`src/rtl/mced_pkg.sv`:
```
package mced_pkg;

    // ascii codes used by the codec
    localparam logic [7:0] CH_NL    = 8'h0A;
    localparam logic [7:0] CH_SPACE = 8'h20;
    localparam logic [7:0] CH_DASH  = 8'h2D;
    localparam logic [7:0] CH_DOT   = 8'h2E;
    localparam logic [7:0] CH_ZERO  = 8'h30;
    localparam logic [7:0] CH_NINE  = 8'h39;
    localparam logic [7:0] CH_A     = 8'h41;
    localparam logic [7:0] CH_Z     = 8'h5A;
    localparam logic [7:0] CH_ERR   = 8'h00;

    localparam int NUM_CODES  = 36;
    localparam int NUM_ALPHA  = 26;
    localparam int MAX_SYM    = 5;
    localparam int SPACE_RUN  = 7;

    // command queue between front and back
    localparam int QDEPTH  = 4;
    localparam int QPTR_W  = $clog2(QDEPTH);
    localparam int QCNT_W  = $clog2(QDEPTH + 1);

    // positions within one command: prefix, body symbols 1..7, suffix
    localparam logic [3:0] POS_PRE  = 4'd0;
    localparam logic [3:0] POS_BODY = 4'd1;
    localparam logic [3:0] POS_POST = 4'd8;

    // symbol i of a code in bit i, dash = 1; A-Z then 0-9
    localparam logic [4:0] CODE_BITS [NUM_CODES] = '{
        5'b00010, 5'b00001, 5'b00101, 5'b00001, 5'b00000, 5'b00100, 5'b00011,
        5'b00000, 5'b00000, 5'b01110, 5'b00101, 5'b00010, 5'b00011, 5'b00001,
        5'b00111, 5'b00110, 5'b01011, 5'b00010, 5'b00000, 5'b00001, 5'b00100,
        5'b01000, 5'b00110, 5'b01001, 5'b01101, 5'b00011,
        5'b11111, 5'b11110, 5'b11100, 5'b11000, 5'b10000, 5'b00000, 5'b00001,
        5'b00011, 5'b00111, 5'b01111
    };

    localparam logic [2:0] CODE_LEN [NUM_CODES] = '{
        3'd2, 3'd4, 3'd4, 3'd3, 3'd1, 3'd4, 3'd3, 3'd4, 3'd2, 3'd4, 3'd3, 3'd4,
        3'd2, 3'd2, 3'd3, 3'd4, 3'd4, 3'd3, 3'd3, 3'd1, 3'd3, 3'd4, 3'd3, 3'd4,
        3'd4, 3'd4,
        3'd5, 3'd5, 3'd5, 3'd5, 3'd5, 3'd5, 3'd5, 3'd5, 3'd5, 3'd5
    };

    // one queued command: optional prefix byte, body of up to seven bytes,
    // optional suffix byte
    typedef struct packed {
        logic       has_pre;
        logic [7:0] pre_byte;
        logic       pre_err;
        logic [2:0] body_len;
        logic       body_morse;
        logic [4:0] body_bits;
        logic [7:0] body_byte;
        logic       body_err;
        logic       has_post;
        logic [7:0] post_byte;
    } t_cmd;

    typedef struct packed {
        logic valid;
        t_cmd cmd;
    } t_head;

    typedef struct packed {
        logic [QCNT_W-1:0] count;
    } t_qstat;

    function automatic logic is_alnum(input logic [7:0] c);
        return ((c >= CH_A) && (c <= CH_Z)) || ((c >= CH_ZERO) && (c <= CH_NINE));
    endfunction

    function automatic logic [5:0] char_idx(input logic [7:0] c);
        logic [7:0] t;
        if ((c >= CH_A) && (c <= CH_Z)) begin
            t = c - CH_A;
        end else begin
            t = c - CH_ZERO + 8'(NUM_ALPHA);
        end
        return t[5:0];
    endfunction

    function automatic logic [7:0] index_char(input logic [5:0] i);
        logic [7:0] t;
        if (i < 6'(NUM_ALPHA)) begin
            t = CH_A + {2'b00, i};
        end else begin
            t = CH_ZERO + {2'b00, i} - 8'(NUM_ALPHA);
        end
        return t;
    endfunction

    // zero when the pattern has no mapping
    function automatic logic [7:0] decode_token(input logic [4:0] bits, input logic [2:0] len);
        logic [7:0] res;
        res = CH_ERR;
        for (int i = 0; i < NUM_CODES; i++) begin
            if ((CODE_LEN[i] == len) && (CODE_BITS[i] == bits)) begin
                res = index_char(6'(i));
            end
        end
        return res;
    endfunction

endpackage

```
`src/rtl/mced_front.sv`:
```
module mced_front (
    input  logic                 i_clk,
    input  logic                 i_rst_n,
    input  logic                 i_cfg_we,
    input  logic                 i_cfg_wdata,
    input  logic                 i_accept,
    input  logic [7:0]           i_in_byte,
    output logic                 o_push,
    output mced_pkg::t_cmd       o_cmd
);

    logic       r_encode_mode, n_encode_mode;
    logic       r_prev_nonblank, n_prev_nonblank;
    logic [4:0] r_tok_bits, n_tok_bits;
    logic [2:0] r_tok_len, n_tok_len;
    logic       r_tok_bad, n_tok_bad;
    logic [2:0] r_blank_run, n_blank_run;

    mced_pkg::t_cmd cmd;
    logic [5:0]     idx;
    logic [7:0]     dec;

    assign idx = mced_pkg::char_idx(i_in_byte);
    assign dec = r_tok_bad ? mced_pkg::CH_ERR : mced_pkg::decode_token(r_tok_bits, r_tok_len);

    always_comb begin
        n_encode_mode   = i_cfg_we ? i_cfg_wdata : r_encode_mode;
        n_prev_nonblank = r_prev_nonblank;
        n_tok_bits      = r_tok_bits;
        n_tok_len       = r_tok_len;
        n_tok_bad       = r_tok_bad;
        n_blank_run     = r_blank_run;

        cmd            = '0;
        cmd.pre_byte   = mced_pkg::CH_SPACE;
        cmd.body_byte  = mced_pkg::CH_SPACE;

        if (r_encode_mode) begin
            if (i_in_byte == mced_pkg::CH_NL) begin
                cmd.has_pre     = 1'b1;
                cmd.pre_byte    = mced_pkg::CH_NL;
                n_prev_nonblank = 1'b0;
            end else if (i_in_byte == mced_pkg::CH_SPACE) begin
                cmd.body_len    = 3'(mced_pkg::SPACE_RUN);
                n_prev_nonblank = 1'b0;
            end else begin
                // separating blank between adjacent characters
                cmd.has_pre     = r_prev_nonblank;
                n_prev_nonblank = 1'b1;
                if (mced_pkg::is_alnum(i_in_byte)) begin
                    cmd.body_len   = mced_pkg::CODE_LEN[idx];
                    cmd.body_bits  = mced_pkg::CODE_BITS[idx];
                    cmd.body_morse = 1'b1;
                end else begin
                    cmd.body_len  = 3'd1;
                    cmd.body_byte = mced_pkg::CH_ERR;
                    cmd.body_err  = 1'b1;
                end
            end
        end else begin
            if ((i_in_byte == mced_pkg::CH_DOT) || (i_in_byte == mced_pkg::CH_DASH)) begin
                n_blank_run = '0;
                if (r_tok_len < 3'(mced_pkg::MAX_SYM)) begin
                    if (i_in_byte == mced_pkg::CH_DASH) begin
                        n_tok_bits[r_tok_len] = 1'b1;
                    end
                    n_tok_len = r_tok_len + 3'd1;
                end else begin
                    n_tok_len = 3'(mced_pkg::MAX_SYM + 1);
                end
            end else if ((i_in_byte == mced_pkg::CH_SPACE) || (i_in_byte == mced_pkg::CH_NL)) begin
                // pending token closes first
                if ((r_tok_len != 3'd0) || r_tok_bad) begin
                    cmd.has_pre  = 1'b1;
                    cmd.pre_byte = dec;
                    cmd.pre_err  = (dec == mced_pkg::CH_ERR);
                end
                n_tok_bits = '0;
                n_tok_len  = '0;
                n_tok_bad  = 1'b0;
                if (i_in_byte == mced_pkg::CH_NL) begin
                    cmd.has_post    = 1'b1;
                    cmd.post_byte   = mced_pkg::CH_NL;
                    n_blank_run     = '0;
                    n_prev_nonblank = 1'b0;
                end else if (r_blank_run == 3'(mced_pkg::SPACE_RUN - 1)) begin
                    cmd.has_post  = 1'b1;
                    cmd.post_byte = mced_pkg::CH_SPACE;
                    n_blank_run   = '0;
                end else begin
                    n_blank_run = r_blank_run + 3'd1;
                end
            end else begin
                n_tok_bad   = 1'b1;
                n_blank_run = '0;
            end
        end
    end

    assign o_cmd  = cmd;
    assign o_push = i_accept && (cmd.has_pre || cmd.has_post || (cmd.body_len != 3'd0));

    always_ff @(posedge i_clk) begin
        if (!i_rst_n) begin
            r_encode_mode   <= 1'b1;
            r_prev_nonblank <= 1'b0;
            r_tok_bits      <= '0;
            r_tok_len       <= '0;
            r_tok_bad       <= 1'b0;
            r_blank_run     <= '0;
        end else begin
            r_encode_mode <= n_encode_mode;
            if (i_accept) begin
                r_prev_nonblank <= n_prev_nonblank;
                r_tok_bits      <= n_tok_bits;
                r_tok_len       <= n_tok_len;
                r_tok_bad       <= n_tok_bad;
                r_blank_run     <= n_blank_run;
            end
        end
    end

endmodule

```
`src/rtl/mced_queue.sv`:
```
module mced_queue (
    input  logic               i_clk,
    input  logic               i_rst_n,
    input  logic               i_push,
    input  mced_pkg::t_cmd     i_cmd,
    input  logic               i_pop,
    output mced_pkg::t_head    o_head,
    output mced_pkg::t_qstat   o_stat
);

    mced_pkg::t_cmd r_mem [mced_pkg::QDEPTH];

    logic [mced_pkg::QPTR_W-1:0] r_wr_ptr, n_wr_ptr;
    logic [mced_pkg::QPTR_W-1:0] r_rd_ptr, n_rd_ptr;
    logic [mced_pkg::QCNT_W-1:0] r_count, n_count;

    always_comb begin
        n_wr_ptr = i_push ? r_wr_ptr + 1'b1 : r_wr_ptr;
        n_rd_ptr = i_pop ? r_rd_ptr + 1'b1 : r_rd_ptr;
        n_count  = r_count;
        if (i_push && !i_pop) begin
            n_count = r_count + 1'b1;
        end else if (!i_push && i_pop) begin
            n_count = r_count - 1'b1;
        end
    end

    always_ff @(posedge i_clk) begin
        if (i_push) begin
            r_mem[r_wr_ptr] <= i_cmd;
        end
    end

    always_ff @(posedge i_clk) begin
        if (!i_rst_n) begin
            r_wr_ptr <= '0;
            r_rd_ptr <= '0;
            r_count  <= '0;
        end else begin
            r_wr_ptr <= n_wr_ptr;
            r_rd_ptr <= n_rd_ptr;
            r_count  <= n_count;
        end
    end

    assign o_head.valid = (r_count != '0);
    assign o_head.cmd   = r_mem[r_rd_ptr];
    assign o_stat.count = r_count;

endmodule

```
`src/rtl/mced_back.sv`:
```
module mced_back (
    input  logic              i_clk,
    input  logic              i_rst_n,
    input  mced_pkg::t_head   i_head,
    output logic              o_qpop,
    input  logic              i_pop,
    output logic              o_valid,
    output logic [7:0]        o_out_byte,
    output logic              o_is_error,
    output logic              o_last
);

    logic       r_started;
    logic [3:0] r_pos;
    logic       r_out_valid;
    logic [7:0] r_out_byte;
    logic       r_out_err;
    logic       r_out_last;

    mced_pkg::t_cmd cmd;
    logic [3:0]     init_pos, cur, nxt, boff;
    logic [2:0]     bidx;
    logic           cur_last, load;
    logic [7:0]     cur_byte;
    logic           cur_err;

    assign cmd = i_head.cmd;

    always_comb begin
        if (cmd.has_pre) begin
            init_pos = mced_pkg::POS_PRE;
        end else if (cmd.body_len != 3'd0) begin
            init_pos = mced_pkg::POS_BODY;
        end else begin
            init_pos = mced_pkg::POS_POST;
        end
        cur  = r_started ? r_pos : init_pos;
        boff = cur - mced_pkg::POS_BODY;
        bidx = boff[2:0];

        nxt      = mced_pkg::POS_POST;
        cur_last = 1'b1;
        if (cur == mced_pkg::POS_PRE) begin
            cur_byte = cmd.pre_byte;
            cur_err  = cmd.pre_err;
            if (cmd.body_len != 3'd0) begin
                nxt      = mced_pkg::POS_BODY;
                cur_last = 1'b0;
            end else begin
                cur_last = !cmd.has_post;
            end
        end else if (cur == mced_pkg::POS_POST) begin
            cur_byte = cmd.post_byte;
            cur_err  = 1'b0;
        end else begin
            if (cmd.body_morse) begin
                cur_byte = cmd.body_bits[bidx] ? mced_pkg::CH_DASH : mced_pkg::CH_DOT;
            end else begin
                cur_byte = cmd.body_byte;
            end
            cur_err = cmd.body_err;
            if (cur < {1'b0, cmd.body_len}) begin
                nxt      = cur + 4'd1;
                cur_last = 1'b0;
            end else begin
                cur_last = !cmd.has_post;
            end
        end
    end

    // output register refills while its byte is being taken
    assign load   = i_head.valid && (!r_out_valid || i_pop);
    assign o_qpop = load && cur_last;

    always_ff @(posedge i_clk) begin
        if (load) begin
            r_out_byte <= cur_byte;
            r_out_err  <= cur_err;
            r_out_last <= cur_last;
        end
    end

    always_ff @(posedge i_clk) begin
        if (!i_rst_n) begin
            r_started   <= 1'b0;
            r_pos       <= mced_pkg::POS_PRE;
            r_out_valid <= 1'b0;
        end else begin
            if (load) begin
                r_started   <= !cur_last;
                r_pos       <= nxt;
                r_out_valid <= 1'b1;
            end else if (i_pop) begin
                r_out_valid <= 1'b0;
            end
        end
    end

    assign o_valid    = r_out_valid;
    assign o_out_byte = r_out_byte;
    assign o_is_error = r_out_err;
    assign o_last     = r_out_last;

endmodule

```
`src/rtl/morse_code_encoder_decoder_top.sv`:
```
// a byte's command passes through the queue into the back end's output register
// throughput: one result per cycle from the back end while the receiver pops; a byte
//   gives one to seven results, a byte with no result takes no back end time
// the four-entry command queue lets up to four commands wait ahead of the back end
// reset: i_rst_n low at a clock edge (synchronous) empties the queue and output register,
//   clears all line state and sets encode mode; no clearing pass is needed
module morse_code_encoder_decoder_top (
    input  logic       i_clk,
    input  logic       i_rst_n,
    // configuration: encode_mode
    input  logic       i_cfg_we,
    input  logic       i_cfg_wdata,
    // input channel
    input  logic       push,
    output logic       full,
    input  logic [7:0] i_in_byte,
    // result channel
    output logic       empty,
    input  logic       pop,
    output logic [7:0] o_out_byte,
    output logic       o_is_error,
    output logic       o_last
);

    logic               accept;
    logic               q_push;
    logic               q_pop;
    logic               out_valid;
    mced_pkg::t_cmd     q_cmd;
    mced_pkg::t_head    q_head;
    mced_pkg::t_qstat   q_stat;

    // input transfer; full only reflects the command queue
    assign full   = (q_stat.count == mced_pkg::QCNT_W'(mced_pkg::QDEPTH));
    assign accept = push && !full;

    // front end: mode register, line and token state, builds one command per byte
    mced_front u_front (
        .i_clk       (i_clk),
        .i_rst_n     (i_rst_n),
        .i_cfg_we    (i_cfg_we),
        .i_cfg_wdata (i_cfg_wdata),
        .i_accept    (accept),
        .i_in_byte   (i_in_byte),
        .o_push      (q_push),
        .o_cmd       (q_cmd)
    );

    // short command queue decouples front from back
    mced_queue u_queue (
        .i_clk   (i_clk),
        .i_rst_n (i_rst_n),
        .i_push  (q_push),
        .i_cmd   (q_cmd),
        .i_pop   (q_pop),
        .o_head  (q_head),
        .o_stat  (q_stat)
    );

    // back end: walks a command into the output register, a byte per cycle unless stalled
    mced_back u_back (
        .i_clk      (i_clk),
        .i_rst_n    (i_rst_n),
        .i_head     (q_head),
        .o_qpop     (q_pop),
        .i_pop      (pop),
        .o_valid    (out_valid),
        .o_out_byte (o_out_byte),
        .o_is_error (o_is_error),
        .o_last     (o_last)
    );

    assign empty = !out_valid;

`ifndef ASSERT_OFF
    // a result that is not the last of its byte is followed at once
    a_more_follows: assert property (@(posedge i_clk) disable iff (!i_rst_n)
        (!empty && pop && !o_last) |=> !empty)
        else $error("result sequence broken before last");

    // command queue never holds more than its depth
    a_queue_bound: assert property (@(posedge i_clk) disable iff (!i_rst_n)
        q_stat.count <= mced_pkg::QCNT_W'(mced_pkg::QDEPTH))
        else $error("command queue overflow");

    // back end only retires a command the queue actually holds
    a_pop_nonempty: assert property (@(posedge i_clk) disable iff (!i_rst_n)
        q_pop |-> (q_stat.count != '0))
        else $error("command retired from empty queue");
`endif

endmodule

```
`config.mk`:
```
export PLATFORM = sky130hd
export DESIGN_NAME = morse_code_encoder_decoder_top
export DESIGN_NICKNAME = d
export VERILOG_FILES = /design/src/rtl/mced_pkg.sv /design/src/rtl/mced_front.sv /design/src/rtl/mced_queue.sv /design/src/rtl/mced_back.sv /design/src/rtl/morse_code_encoder_decoder_top.sv
export SDC_FILE = /design/constraint.sdc
export NUM_CORES = 1
export LEC_CHECK = 0
export ABC_CLOCK_PERIOD_IN_PS = 4420
export BUFFER_PORTS_ARGS = -buffer_cell sky130_fd_sc_hd__buf_2
export CORE_UTILIZATION = 55
export CTS_CLUSTER_DIAMETER = 60
export DETAILED_ROUTE_END_ITERATION = 6
export PLACE_DENSITY = 0.8
export SLEW_MARGIN = 15
export SYNTH_ARGS = -nofsm -noshare
export SYNTH_HDL_FRONTEND = slang
export SYNTH_SLANG_ARGS = --single-unit
export TNS_END_PERCENT = 1
```
`constraint.sdc`:
```
create_clock -name i_clk -period 4.42 [get_ports i_clk]
set_input_delay 0.884 -clock i_clk [delete_from_list [all_inputs] [get_ports i_clk]]
set_output_delay 0.884 -clock i_clk [all_outputs]
set_load 0.02 [all_outputs]
```
Yosys cells after proc, flatten, opt, wreduce, memory -nomap -nowiden
Memory sizes are Yosys's and may differ from the RTL's. A register that Yosys moved wholly into a read port is not among the register bits.
Cells that the tools add are included.
Storage, ports and cells
  flip-flop bits (word level): 37
  memory bits (writable): 148
  bits in read-only memories: 512
  input port bits: 14
  logic and storage cells: 259
  memories kept: 3
Operators by class
  add/subtract/negate cells: 11
  order comparisons: 10
  eq/ne operators: 33
  muxes and demuxes: 108
  bitwise logic cells: 4
  reduce and logical (&&, ||, !) cells: 75
Memory list
  (name not given): depth 64, width 5, rd ports 1, clocked after memory_dff 0, write ports 0, line mced_front.sv:52  | cmd.body_bits = mced_pkg::CODE_BITS[idx];
  (name not given): depth 64, width 3, rd ports 1, clocked after memory_dff 0, write ports 0, line mced_front.sv:51  | cmd.body_len = mced_pkg::CODE_LEN[idx];
  u_queue.r_mem: depth 4, width 37, rd ports 1, clocked after memory_dff 1, write ports 1, line mced_queue.sv:11  | mced_pkg::t_cmd r_mem [mced_pkg::QDEPTH];
Operator list (number)
  7-bit two-way mux: 38
  9-bit two-way mux: 6
  1-bit logical AND: 45
  3-bit two-way mux: 13
  18-bit two-way mux: 2
  4-bit by 5-bit == test with 1-bit output (first input constant): 6
  10-bit two-way mux: 3
  5-bit two-way mux: 6
  5-bit == test (first input constant): 5
  8-bit by 6-bit == test with 1-bit output (second input constant): 3
  4-bit two-way mux: 6
  8-bit two-way mux: 3
  1-bit two-way mux: 22
  3-bit by 5-bit == test with 1-bit output (first input constant): 4
  6-bit two-way mux: 3
  15-bit two-way mux: 1
  3-bit nonzero test: 4
  2-bit by 5-bit == test with 1-bit output (first input constant): 2
  2-bit nonzero test: 5
  3-bit by 1-bit adder with 3-bit output (second input constant): 3
  8-bit by 4-bit == test with 1-bit output (second input constant): 1
  8-bit by 6-bit >= comparator with 1-bit output (second input constant): 1
  8-bit by 7-bit >= comparator with 1-bit output (second input constant): 1
  8-bit by 6-bit less-or-equal comparator with 1-bit output (second input constant): 1
  other kinds (35): 57

Depth between registers and ports, before layout
  depth in word-level cells: 51
  depth in mapped cells: 17

Modules after synthesis
A second synthesis with hierarchy kept.
Unflattened totals
  cells, all modules: 749
  area, all modules: 9654.3 µm²
Modules (own cells, without submodules)
  mced_queue: times used 1, cells each 235, area each 5834.3 µm²
  mced_front: times used 1, cells each 379, area each 2655.0 µm²
  mced_back: times used 1, cells each 132, area each 1142.3 µm²
  morse_code_encoder_decoder_top: times used 1, cells each 3, area each 22.5 µm²

Worst setup path before layout
No wires, ideal clock.
  path kind: input to register
  start: in i_in_byte[1]
  end: mem u_queue.r_mem[0][20] (netlist name) (data pin)
  setup time: 0.280 ns
  arrival: 3.592 ns
  required time: 4.140 ns
  path slack: 0.547 ns
  stages on the path: 12
  path buffers: 0
  cell sequence: inv_1 > ha_1 > or3b_4 > o31ai_4 > nor2_1 > a21oi_2 > inv_1 > ha_1 > mux4_2 > and2_1 > a211oi_2 > a2111oi_2
RTL lines
  from (decl): line morse_code_encoder_decoder_top.sv:16  | input logic [7:0] i_in_byte,
  to (decl): line mced_queue.sv:11

==> reports/results.txt <==
Most common library cell in the layout ignoring fill and taps - sky130_fd_sc_hd__edfxtp_1
Number of clock buffers inserted by TritonCTS - 17
Avg Synthesized Cell Area - 11.1 sq um
Placed wire-length estimate - 10900 um
Status - completed
Filler cell count in the final layout - 972
Die Width - 117 um
Std-Cell Rows - 41
Count of final setup violators - 0
Ys flop type - sky130_fd_sc_hd__edfxtp_1
Yosys Warn Count - 0
CTS Buffer Depth - 2
Clock network fraction of total power - 35.0%
Total Die Area - 13700 sq um
Max capacitance violation total - 0
Mapped cell area - 7280 sq um
Sequential cell area fraction in the yosys report - 49.6%
Number of H-tree branching levels - 4
Worst Hold Class - reg2reg
Mapped Nets - 695
Largest net degree at the start of global routing - 29
Post-layout minimum cycle time - 4.04 ns
CP startpoint kind - register
Transition at the pin with the smallest max-transition slack - 0.888 ns
Switching share of power - 29.4%
Hold violation count in the final report - 0
Port buffer count - 24
Data arrival time of the worst path - 4.37 ns
Insertion delay of the later-clocked pin in the worst-skew pair - 0.42 ns
Origin of the worst min-delay path - u_back.r_pos[2]
Setup TNS - 0 ns
Area of all placed cells without fillers - 8200 sq um
Post-CTS sizing - 0
Placer's final routability congestion estimate - 0.920
Overall die height - 117 um
Part of the total power dissipated in sequential elements - 39.8%
Data required time at the worst endpoint - 4.76 ns
Number of routed nets with antenna violations - 0
Pins over their slew limit - 0
Register-to-register path setup slack - 0.38 ns
Violation count after the first detailed-routing iteration - 626
Clock transition at the registers of the reported paths - 0.06 ns
Worst-case vdd ir drop - 0.000341 V
First drt pass iteration count - 6
Instance area after placement - 7610 sq um
Number of global-route vias before repair - 4946
Max-slew headroom - 40.7%
Synthesized instance count - 654
Leakage power summed over all cells - 2.92 nW
Worst Clk Skew - 0.00947 ns
Endpoint type of the worst setup path - register
Critical path type - reg2reg
Total Nets Final - 721
Wire length of the first global-routing pass - 25100 um
Clock root buffer - sky130_fd_sc_hd__clkbuf_16
Antenna violations before repair - 0
Cell count of the worst hold path - 2
Netlist cell types - 75
Number of top-level pins - 26
Via-to-Cell Ratio - 6.09
Clock tree sinks - 130
Post-route DRC - 0
Crit Reg-Reg Endpoint - u_queue.o_stat[2]
Critical path fanouts, max - 6
Total Wirelength - 15600 um
Core Box Area - 12800 sq um
Ratio of cells with drive above 1 in the final layout - 17.7%
Diodes inserted - 0
Effective utilization at floorplan - 57.0%
DR vias - 5257
Yosys reg bits - 130
CTS tree - done
Overall overflow remaining after global route - 0
Internal - 0.00279 W
Final worst path period share - 91.3%
Average wire length per cell after detail routing - 18.1 um
PwrDens - 483 nW/um^2
Post-synthesis async set-or-reset flop share - 0%
Maximum frequency from static timing analysis - 0.248 GHz
Net switching power of the design - 0.00116 W
Worst hold endpoint - u_back.r_pos[2]
Global-route usage over all layers - 24.8%
Combinational group share of total power - 25.2%
FF-to-FF path depth - 15
Most frequent cells in the layout - 101 x sky130_fd_sc_hd__edfxtp_1, 59 x sky130_fd_sc_hd__nand2_1, 50 x sky130_fd_sc_hd__nor2_1
Count of hold buffers inserted by post-cts repair - 0
Count of flip-flops with a built-in enable after synthesis - 101
Area growth from synthesis to final layout - 12.6%
Buffers inserted by post-CTS timing repair - 0
RSZ-0062 raised after global routing - false
cell families after synthesis:
kind of cell,share of synthesized area [%]
adder cells (fa/ha/maj),4.74
flip-flops,49.6
AND/OR/NAND/NOR,14.6
other,0.0515
XOR/XNOR,1.20
AO/OA/AOI/OAI,16.5
buffers and inverters,3.54
multiplexers,9.73
power groups by stage:
stage               logic [W]  registers, W  clock network, W
floorplan            0.000690       0.00163                 0
global placement     0.000958       0.00159                 0
detailed placement   0.000994       0.00160                 0
CTS                  0.000999       0.00158           0.00140
global route          0.00110       0.00159           0.00145
finish               0.000998       0.00158           0.00139
cell usage after synthesis, types with 3 or more instances:
| library cell | n | share of area [%] |
|---|---|---|
| sky130_fd_sc_hd__a31oi_1 | 16 | 1.4 |
| sky130_fd_sc_hd__mux2_2 | 4 | 0.62 |
| sky130_fd_sc_hd__o21ai_0 | 27 | 1.9 |
| sky130_fd_sc_hd__o22ai_1 | 8 | 0.69 |
| sky130_fd_sc_hd__edfxtp_1 | 101 | 42 |
| sky130_fd_sc_hd__xor2_1 | 3 | 0.36 |
| sky130_fd_sc_hd__inv_1 | 33 | 1.7 |
| sky130_fd_sc_hd__and3_1 | 4 | 0.34 |
| sky130_fd_sc_hd__and2_1 | 24 | 2.1 |
| sky130_fd_sc_hd__o211ai_1 | 14 | 1.4 |
| sky130_fd_sc_hd__a21o_1 | 5 | 0.52 |
| sky130_fd_sc_hd__nor3_1 | 10 | 0.69 |
| sky130_fd_sc_hd__a211oi_1 | 6 | 0.62 |
| sky130_fd_sc_hd__a21oi_1 | 29 | 2.0 |
| sky130_fd_sc_hd__clkbuf_1 | 28 | 1.4 |
| sky130_fd_sc_hd__or3_1 | 3 | 0.26 |
| sky130_fd_sc_hd__o31ai_4 | 4 | 1.2 |
| sky130_fd_sc_hd__buf_1 | 3 | 0.15 |
| sky130_fd_sc_hd__nor3b_1 | 8 | 0.82 |
| sky130_fd_sc_hd__o31ai_1 | 6 | 0.62 |
| sky130_fd_sc_hd__nor2_1 | 50 | 2.6 |
| sky130_fd_sc_hd__ha_1 | 26 | 4.5 |
| sky130_fd_sc_hd__nand3_1 | 23 | 1.6 |
| sky130_fd_sc_hd__nand4_1 | 5 | 0.43 |
| sky130_fd_sc_hd__mux4_2 | 25 | 7.7 |
| sky130_fd_sc_hd__o21a_1 | 3 | 0.31 |
| sky130_fd_sc_hd__xnor2_1 | 7 | 0.84 |
| sky130_fd_sc_hd__nor2b_1 | 12 | 1.0 |
| sky130_fd_sc_hd__o21ai_1 | 4 | 0.27 |
| sky130_fd_sc_hd__a21boi_0 | 9 | 0.93 |
| sky130_fd_sc_hd__nand2_1 | 59 | 3.0 |
| sky130_fd_sc_hd__mux2i_1 | 10 | 1.4 |
| sky130_fd_sc_hd__dfxtp_1 | 29 | 8.0 |
| sky130_fd_sc_hd__o211a_1 | 4 | 0.55 |
cell type report:
| type | count | area (sq um) | area share, % |
|---|---|---|---|
| Timing Repair Buffer | 41 | 248 | 3.02 |
| Clock buffer | 18 | 429 | 5.23 |
| Clock inverter | 12 | 161 | 1.97 |
| Inverter | 33 | 124 | 1.51 |
| Sequential cell | 130 | 3610 | 44.1 |
| Tap cell | 172 | 215 | 2.62 |
| Multi-Input combinational cell | 457 | 3410 | 41.6 |
critical path, stage by stage, from the launching register on:
cell and delay, ns:
sky130_fd_sc_hd__dfxtp_1 0.54, sky130_fd_sc_hd__buf_4 0.26, sky130_fd_sc_hd__mux4_2 0.55, sky130_fd_sc_hd__nor4_1 0.33
sky130_fd_sc_hd__nor2_2 0.08, sky130_fd_sc_hd__inv_1 0.08, sky130_fd_sc_hd__ha_1 0.20, sky130_fd_sc_hd__and2_1 0.32
sky130_fd_sc_hd__o31ai_4 0.14, sky130_fd_sc_hd__nand2_2 0.13, sky130_fd_sc_hd__ha_1 0.21, sky130_fd_sc_hd__inv_1 0.07
sky130_fd_sc_hd__fa_1 0.37, sky130_fd_sc_hd__xor2_1 0.18, sky130_fd_sc_hd__or3_1 0.32, sky130_fd_sc_hd__a21boi_0 0.18
flip-flops by register name (all words and copies together), names as in the netlist, named ones only:
register	count
u_back.r_pos	4
u_front.r_blank_run	3
u_queue.r_mem	92
u_back.o_last	1
u_back.r_started	1
u_back.o_valid	1
u_front.r_tok_bad	1
u_front.r_tok_bits	5
u_front.r_encode_mode	1
u_back.o_out_byte	7
u_front.r_prev_nonblank	1
u_queue.o_stat	3
u_front.r_tok_len	3
u_queue.r_rd_ptr	2
u_back.o_is_error	1
u_queue.r_wr_ptr	2
metrics by stage:
| stage | utilization [%] | total power (W) | hold slack [ns] | setup WS [ns] | cells |
|---|---|---|---|---|---|
| floorplan | - | 0.00232 | 0.437 | 0.547 | 654 |
| global placement | 59.6 | 0.00255 | 0.447 | 0.257 | 833 |
| detailed placement | 59.6 | 0.00259 | 0.463 | 0.155 | 833 |
| CTS | 64.2 | 0.00398 | 0.472 | 0.342 | 863 |
| global route | 64.2 | 0.00415 | 0.486 | 0.0865 | 863 |
| finish | 64.2 | 0.00396 | 0.469 | 0.384 | 863 |
worst max path at each step:
stage,from,to,slack [ns],depth (start not counted)
6_report,register,u_queue.o_stat[2],0.38,15
3_3_place_gp,i_in_byte[1],u_queue.r_mem[1][20],0.26,12
3_5_place_dp,i_in_byte[1],u_queue.r_mem[2][20],0.16,12
4_1_cts,register,u_queue.o_stat[2],0.34,15
2_1_floorplan,i_in_byte[1],u_queue.r_mem[0][20],0.55,12
5_1_grt,register,u_queue.o_stat[2],0.09,15
layer usage:
layer	track usage [%]	share of wire, %	wire (um)	vias to the layer above
met4	8.78	1.6	256	0
met2	40.1	48	7490	205
met3	6.23	5.4	845	22
met5	0	0	0	-
li1	-	-	-	2520
met1	32.7	45	7050	2510
No activity file was read; power rests on OpenSTA's default activity.
